`src/hdl/rar_pkg.sv`:
```
`timescale 1ns / 1ps
`default_nettype none
package rar_pkg;
  localparam int OPERAND_WIDTH = 16;
  localparam int NW = 2 * OPERAND_WIDTH + 1;
  localparam int DW = 2 * OPERAND_WIDTH;
  localparam int MW = 2 * OPERAND_WIDTH;
  localparam int KW = $clog2(MW + 1);
  localparam int CW = $clog2(MW);

  typedef enum logic [1:0] {
    OP_ADD = 2'd0,
    OP_SUB = 2'd1,
    OP_MUL = 2'd2,
    OP_DIV = 2'd3
  } op_t;

  typedef enum logic [1:0] {
    K_NORM = 2'd0,
    K_ZERO = 2'd1,
    K_ERR  = 2'd2
  } kind_t;

  typedef struct packed {
    kind_t                 kind;
    logic signed [NW-1:0]  n;
    logic signed [DW-1:0]  d;
  } entry_t;
endpackage
`default_nettype wire

```
`src/hdl/rar_front.sv`:
```
`timescale 1ns / 1ps
`default_nettype none
module rar_front (
  input  wire logic                                      clk,
  input  wire logic                                      rst,
  input  wire logic                                      push,
  output logic                                           full,
  input  wire logic [1:0]                                operation,
  input  wire logic signed [rar_pkg::OPERAND_WIDTH-1:0]  a_num,
  input  wire logic signed [rar_pkg::OPERAND_WIDTH-1:0]  a_den,
  input  wire logic signed [rar_pkg::OPERAND_WIDTH-1:0]  b_num,
  input  wire logic signed [rar_pkg::OPERAND_WIDTH-1:0]  b_den,
  output logic                                           f_valid,
  output rar_pkg::entry_t                                f_entry,
  input  wire logic                                      q_full
);
  logic                                         accept;
  rar_pkg::op_t                                 op;
  logic signed [rar_pkg::OPERAND_WIDTH-1:0]     bsel;
  logic signed [rar_pkg::DW-1:0]                m1, m2, m3;
  logic signed [rar_pkg::NW-1:0]                e1, e2, n;
  logic signed [rar_pkg::DW-1:0]                d;

  assign full   = f_valid && q_full;
  assign accept = push && !full;
  assign bsel   = (rar_pkg::op_t'(operation) == rar_pkg::OP_MUL) ? b_num : b_den;

  always_ff @(posedge clk) begin
    if (rst) begin
      f_valid <= 1'b0;
    end else begin
      f_valid <= accept || (f_valid && q_full);
    end
    if (accept) begin
      op <= rar_pkg::op_t'(operation);
      m1 <= a_num * bsel;
      m2 <= b_num * a_den;
      m3 <= a_den * b_den;
    end
  end

  assign e1 = {m1[rar_pkg::DW-1], m1};
  assign e2 = {m2[rar_pkg::DW-1], m2};

  always_comb begin
    unique case (op)
      rar_pkg::OP_ADD: begin n = e1 + e2; d = m3; end
      rar_pkg::OP_SUB: begin n = e1 - e2; d = m3; end
      rar_pkg::OP_MUL: begin n = e1;      d = m3; end
      default:         begin n = e1;      d = m2; end
    endcase
  end

  always_comb begin
    f_entry.n = n;
    f_entry.d = d;
    priority if (d == '0) f_entry.kind = rar_pkg::K_ERR;
    else if (n == '0)     f_entry.kind = rar_pkg::K_ZERO;
    else                  f_entry.kind = rar_pkg::K_NORM;
  end
endmodule
`default_nettype wire

```
`src/hdl/rar_queue.sv`:
```
`timescale 1ns / 1ps
`default_nettype none
module rar_queue (
  input  wire logic             clk,
  input  wire logic             rst,
  input  wire logic             wr,
  input  wire rar_pkg::entry_t  wr_entry,
  output logic                  q_full,
  output logic                  q_valid,
  output rar_pkg::entry_t       rd_entry,
  input  wire logic             rd
);
  rar_pkg::entry_t  mem [2];
  logic             wp, rp;
  logic [1:0]       cnt;
  logic             do_wr, do_rd;

  assign q_full   = (cnt == 2'd2);
  assign q_valid  = (cnt != 2'd0);
  assign do_wr    = wr && !q_full;
  assign do_rd    = rd && q_valid;
  assign rd_entry = mem[rp];

  always_ff @(posedge clk) begin
    if (rst) begin
      wp  <= 1'b0;
      rp  <= 1'b0;
      cnt <= 2'd0;
    end else begin
      if (do_wr) wp <= ~wp;
      if (do_rd) rp <= ~rp;
      cnt <= cnt + 2'(do_wr) - 2'(do_rd);
    end
    if (do_wr) mem[wp] <= wr_entry;
  end
endmodule
`default_nettype wire

```
`src/hdl/rar_back.sv`:
```
`timescale 1ns / 1ps
`default_nettype none
module rar_back (
  input  wire logic                                clk,
  input  wire logic                                rst,
  input  wire logic                                q_valid,
  input  wire rar_pkg::entry_t                     q_entry,
  output logic                                     q_take,
  output logic                                     empty,
  input  wire logic                                pop,
  output logic signed [rar_pkg::NW-1:0]            num,
  output logic signed [rar_pkg::DW-1:0]            den,
  output logic                                     error
);
  localparam int MW = rar_pkg::MW;

  typedef enum logic [4:0] {
    S_IDLE = 5'b00001,
    S_GCD  = 5'b00010,
    S_DIV  = 5'b00100,
    S_FIX  = 5'b01000,
    S_DONE = 5'b10000
  } state_t;

  state_t                         state;
  logic                           out_valid;
  logic [MW-1:0]                  x, y, g, qn, qd;
  logic [MW:0]                    rn, rd;
  logic [rar_pkg::KW-1:0]         k;
  logic [rar_pkg::CW-1:0]         cnt;
  logic                           n_neg, d_neg;
  logic signed [rar_pkg::NW-1:0]  res_num;
  logic signed [rar_pkg::DW-1:0]  res_den;
  logic                           res_err;
  logic [rar_pkg::NW-1:0]         n_negv;
  logic [rar_pkg::DW-1:0]         d_negv;
  logic [MW-1:0]                  n_mag, d_mag;
  logic [MW:0]                    tn, td;
  logic                           ge_n, ge_d;

  assign empty  = !out_valid;
  assign q_take = (state == S_IDLE) && q_valid;

  assign n_negv = -q_entry.n;
  assign d_negv = -q_entry.d;
  assign n_mag  = q_entry.n[rar_pkg::NW-1] ? n_negv[MW-1:0] : q_entry.n[MW-1:0];
  assign d_mag  = q_entry.d[rar_pkg::DW-1] ? d_negv[MW-1:0] : q_entry.d[MW-1:0];

  // restoring division step, one quotient bit per cycle for each word
  assign tn   = {rn[MW-1:0], qn[MW-1]};
  assign td   = {rd[MW-1:0], qd[MW-1]};
  assign ge_n = tn >= {1'b0, g};
  assign ge_d = td >= {1'b0, g};

  always_ff @(posedge clk) begin
    if (rst) begin
      state     <= S_IDLE;
      out_valid <= 1'b0;
    end else begin
      // in S_DONE the result register is reloaded below
      if (pop && out_valid && state != S_DONE) out_valid <= 1'b0;
      unique case (state)
        S_IDLE: begin
          if (q_valid) begin
            x     <= n_mag;
            y     <= d_mag;
            qn    <= n_mag;
            qd    <= d_mag;
            k     <= '0;
            n_neg <= q_entry.n[rar_pkg::NW-1];
            d_neg <= q_entry.d[rar_pkg::DW-1];
            unique case (q_entry.kind)
              rar_pkg::K_ERR: begin
                res_num <= '0; res_den <= '0; res_err <= 1'b1; state <= S_DONE;
              end
              rar_pkg::K_ZERO: begin
                res_num <= '0; res_den <= rar_pkg::DW'(1); res_err <= 1'b0;
                state <= S_DONE;
              end
              default: state <= S_GCD;
            endcase
          end
        end
        S_GCD: begin
          // binary gcd, one step per cycle
          priority if (x == y) begin
            g     <= x << k;
            rn    <= '0;
            rd    <= '0;
            cnt   <= '0;
            state <= S_DIV;
          end else if (!x[0] && !y[0]) begin
            x <= x >> 1;
            y <= y >> 1;
            k <= k + 1'b1;
          end else if (!x[0]) begin
            x <= x >> 1;
          end else if (!y[0]) begin
            y <= y >> 1;
          end else if (x > y) begin
            x <= (x - y) >> 1;
          end else begin
            y <= (y - x) >> 1;
          end
        end
        S_DIV: begin
          rn  <= ge_n ? tn - {1'b0, g} : tn;
          rd  <= ge_d ? td - {1'b0, g} : td;
          qn  <= {qn[MW-2:0], ge_n};
          qd  <= {qd[MW-2:0], ge_d};
          cnt <= cnt + 1'b1;
          if (cnt == rar_pkg::CW'(MW - 1)) state <= S_FIX;
        end
        S_FIX: begin
          res_num <= n_neg ? -{1'b0, qn} : {1'b0, qn};
          res_den <= d_neg ? -qd : qd;
          res_err <= 1'b0;
          state   <= S_DONE;
        end
        S_DONE: begin
          if (!out_valid || pop) begin
            num       <= res_num;
            den       <= res_den;
            error     <= res_err;
            out_valid <= 1'b1;
            state     <= S_IDLE;
          end
        end
        default: state <= S_IDLE;
      endcase
    end
  end
endmodule
`default_nettype wire

```
`src/hdl/rational_arith_reduce.sv`:
```
`timescale 1ns / 1ps
`default_nettype none
// rational_arith_reduce: a_num/a_den op b_num/b_den, reduced by the gcd
// input side is a queue: drive the word on operation and operands with push
// high; it is taken on an edge where full is low
// result side is a queue: num, den, error are valid while empty is low; pop
// takes the word
// the front stage forms the cross products and classifies the word (zero
// denominator -> error with 0/0, zero numerator -> 0/1), then a two-entry
// queue feeds the back end
// the back end runs a binary gcd (one step per cycle) and then divides both
// words by it in 32 restoring steps; zero and error words skip the gcd loop
// and the divider
// reset empties all stages; nothing is lost while pop is held low, the back
// end waits on a full result register and the queue then fills and asserts
// full
module rational_arith_reduce (
  input  wire logic                                      clk,
  input  wire logic                                      rst,
  input  wire logic                                      push,
  output logic                                           full,
  input  wire logic [1:0]                                operation,
  input  wire logic signed [rar_pkg::OPERAND_WIDTH-1:0]  a_num,
  input  wire logic signed [rar_pkg::OPERAND_WIDTH-1:0]  a_den,
  input  wire logic signed [rar_pkg::OPERAND_WIDTH-1:0]  b_num,
  input  wire logic signed [rar_pkg::OPERAND_WIDTH-1:0]  b_den,
  output logic                                           empty,
  input  wire logic                                      pop,
  output logic signed [rar_pkg::NW-1:0]                  num,
  output logic signed [rar_pkg::DW-1:0]                  den,
  output logic                                           error
);
  logic             f_valid, q_full, q_valid, q_take;
  rar_pkg::entry_t  f_entry, q_entry;

  rar_front u_front (
    .clk, .rst, .push, .full, .operation, .a_num, .a_den, .b_num, .b_den,
    .f_valid, .f_entry, .q_full
  );

  rar_queue u_queue (
    .clk, .rst, .wr(f_valid), .wr_entry(f_entry), .q_full, .q_valid,
    .rd_entry(q_entry), .rd(q_take)
  );

  rar_back u_back (
    .clk, .rst, .q_valid, .q_entry, .q_take, .empty, .pop, .num, .den, .error
  );

  a_err_zero: assert property (@(posedge clk) disable iff (rst)
    (!empty && error) |-> (num == '0 && den == '0))
    else $error("error word with nonzero payload");
  a_den_nz: assert property (@(posedge clk) disable iff (rst)
    (!empty && !error) |-> (den != '0))
    else $error("valid word with zero denominator");
  a_zero_one: assert property (@(posedge clk) disable iff (rst)
    (!empty && !error && num == '0) |-> (den == rar_pkg::DW'(1)))
    else $error("zero numerator without unit denominator");
endmodule
`default_nettype wire

```
`config.mk`:
```
export PLATFORM = sky130hd
export DESIGN_NAME = rational_arith_reduce
export DESIGN_NICKNAME = d
export VERILOG_FILES = /design/src/hdl/rar_pkg.sv /design/src/hdl/rar_front.sv /design/src/hdl/rar_queue.sv /design/src/hdl/rar_back.sv /design/src/hdl/rational_arith_reduce.sv
export SDC_FILE = /design/constraint.sdc
export NUM_CORES = 2
export LEC_CHECK = 0
export BUFFER_PORTS_ARGS = -buffer_cell sky130_fd_sc_hd__buf_4
export CAP_MARGIN = 20
export CORE_UTILIZATION = 40
export DETAILED_ROUTE_END_ITERATION = 6
export GPL_TIMING_DRIVEN = 0
export PLACE_DENSITY = 0.54
export REMOVE_ABC_BUFFERS = 1
export SLEW_MARGIN = 20
export SYNTH_ARGS = -nofsm -noshare
export SYNTH_HDL_FRONTEND = slang
export SYNTH_SLANG_ARGS = --single-unit
```
`constraint.sdc`:
```
create_clock -name clk -period 11.35 [get_ports clk]
set_input_delay 1.135 -clock clk [delete_from_list [all_inputs] [get_ports clk]]
set_output_delay 1.135 -clock clk [all_outputs]
set_load 0.01 [all_outputs]
```
==> impl_results.md <==
* Final HPWL DP at approximately 140 mm
* FP Rows at 148
* Clk buf depth at 3
* GRT Util Overall at a little over a fifth
* Synth area leader: edfxtp_1
* Final setup violation count at 0
* Final-layout fill cell count at 15,800
* Syn Area/Cell at 9.73 um^2
* Maximum clock frequency at roughly 120 MHz
* Number of distinct library cells after synthesis at a little under 90
* CP endpoint kind: register
* DRC at 0
* Largest regs: u_queue.mem x134, u_back.num x33, u_back.res_num x33
* Clk pin slew, worst setup/hold paths at 0.06 ns
* Io pins at between 100 and 150
* Overflow after GRT at 0
* Setup CP Type: primary input to register
* Top-count cell post-synth: inv_1
* Post-CTS setup repair buffer count at 0
* Least-Margin Pin Slew at about 1.2 ns
* CTS tree: yes
* Synthesis-to-layout area growth at 9.66%
* Synth top area cells: edfxtp_1 27%, fa_1 24%, ha_1 7.9%
* Routability congestion estimate at 0.927
* Die height at approximately 410 um
* Post-synthesis sequential area ratio at 27.7%
* Initial antenna violation count at 4
* Slew HR at between 20% and 30%
* Synth Instances at around 6,800
* Post-Route WL at roughly 170 mm
* Root Driver: clkbuf_16
* CTS resizes at 0
* Share of cells above drive strength 1 at 6.41%
* Maxcap violations at 0
* Num CTS Buffers at 73
* Die Wd at 409 um
* Synth Cell Area at 0.0661 mm^2
* Tmin final at around 8.7 ns
* Number of flip-flops in the largest register at approximately 130
* Tcrit/Tclk final at between 70 and 80%
* Synthesis Warnings at 0
* Number of global-route vias before repair at just under 50,000
* Initial Utilization at between 40% and 50%
* Post-synth EDFFs at ~600
* Largest reg by FF count: u_queue.mem
* CP Data Required Time at 11.71 ns
* Remaining antenna violation count at 0
* 1st-iter DRT viols at 2,973
* Post-layout util at between 40 and 50%
* Drt pass-1 iters at 5
* Final hold violation count at 0
* Drt wl/cell at 19.4 um
* RSZ-0062 raised after global routing: no
* Vias after detailed routing at 47,500
* Hold Buf Count CTS at 0
* Synth Register Bits at 613
* Sink Count at approximately 600
* Final #Nets at 8,056
* Die ar. at about 0.17 mm^2
* Vias per Instance at approximately 5.3
* CP Data Arrival Time at roughly 9.0 ns
* Fraction of registers with async set/reset at 0%
* Crit Path Max Fanout at 16
* Clk_skew at between 0.02 and 0.03 ns
* Status: finished, final reports clean
* Pin count of the biggest net entering global routing at between 70 and 80
* Clk Latency, worst-skew pair at 0.65 ns
* Synth Flop Type: edfxtp_1
* Pins Over Slew Limit at 0
* First-pass GRT wire length at between 200 and 300 mm
* Core region area at 0.164 mm^2
* Ant. Diodes at 0
* Share of the synthesized area in the top cell type at 27.3%
* Hold crit path type: register to register
* Synth cell count leaders: 1,054 x inv_1, 791 x fa_1, 719 x nand2_1
* Worst setup SP type: primary input
* PortBufs at about 140
* H-tree depth at 3
[worst paths after layout]
kind | from | endpoint | slack (ns) | cells past startpoint
hold / removal | u_back.res_den[10] | u_back.den[10] | 0.41 | 0
hold reg to reg | u_back.res_den[10] | u_back.den[10] | 0.41 | 0
setup reg to reg | u_front.m2[2] | u_queue.mem[1][65] | 5.03 | 19
setup / recovery | operation[0] | u_front.m1[31] | 2.68 | 28
[kinds of logic (layout without fill, tap and decap cells)]
| group | after synthesis | in the layout | synth area share, % |
|---|---|---|---|
| flip-flops | 613 | 613 | 27.7 |
| XOR/XNOR | 397 | 397 | 5.26 |
| AND/OR/NAND/NOR | 1987 | 1987 | 14.2 |
| buffers and inverters | 1344 | 1380 | 7.67 |
| multiplexers | 175 | 175 | 3.15 |
| AO/OA/AOI/OAI | 1072 | 1072 | 10.2 |
| adder cells (fa/ha/maj) | 1208 | 1208 | 31.8 |
[cell type report]
type / count / area, um^2 / area share (%)
clock buffers: 88 / 1950 / 2.68
clock inverters: 41 / 460 / 0.635
inverters: 1057 / 3970 / 5.47
multi-input cells: 4839 / 43000 / 59.3
flip-flops and latches: 613 / 18300 / 25.2
well taps: 2175 / 2720 / 3.75
repair buffers: 194 / 2090 / 2.89
[placed cells by master, fill, tap and decap left out, drive strengths merged, types with 36 or more instances in the layout]
master,instances
inv,1060
mux2i,111
fa,791
nor2b,134
a21oi,336
ha,417
o31ai,39
mux2,42
edfxtp,601
a21o,109
xnor2,227
o21a,41
o21ai,268
or3,36
xor2,170
clkbuf,88
a211oi,46
and2,250
nand2b,84
nand2,719
nor2,461
nand3,51
nor3,91
buf,194
[worst max-delay path, cell delays in order]
cell and delay (ns):
buf_4 0.14, nand2b_2 0.55, mux2_2 0.79, nand2_1 0.16, fa_1 0.55, inv_1 0.06, fa_1 0.51, inv_1 0.06
fa_1 0.54, inv_1 0.07, fa_1 0.47, fa_1 0.49, inv_1 0.05, fa_1 0.52, inv_1 0.05, ha_1 0.33
and3_1 0.21, a21bo_2 0.18, a31o_2 0.09, a2bb2oi_1 0.37, nor2b_1 0.10, o22ai_1 0.30, o21ai_0 0.22, nor4_1 0.37
o21ai_0 0.16, a21oi_1 0.23, a21oi_1 0.11, xnor2_1 0.15
[per-layer routing]
metal  track usage (%)  part of all wire (%)
met1              29.3                    46
met2              35.6                    47
met3              2.03                   4.5
met4              6.01                   2.7
met5                 0                     0
[metrics by stage]
step                instance area (um^2)  std cells  hold WS [ns]  setup TNS, ns  worst slack, ns
floorplan                          65000       6509         0.400              0             3.20
global placement                   68800       8821         0.403        -310.14            -3.01
detailed placement                 70100       8877         0.405              0             2.03
CTS                                72500       9006         0.415              0             2.70
global route                       72500       9007         0.420              0             2.25
finish                             72500       9007         0.412              0             2.68
Power is not shown: default switching activity piles up to over one toggle a cycle in this logic, so the estimate is an artifact.
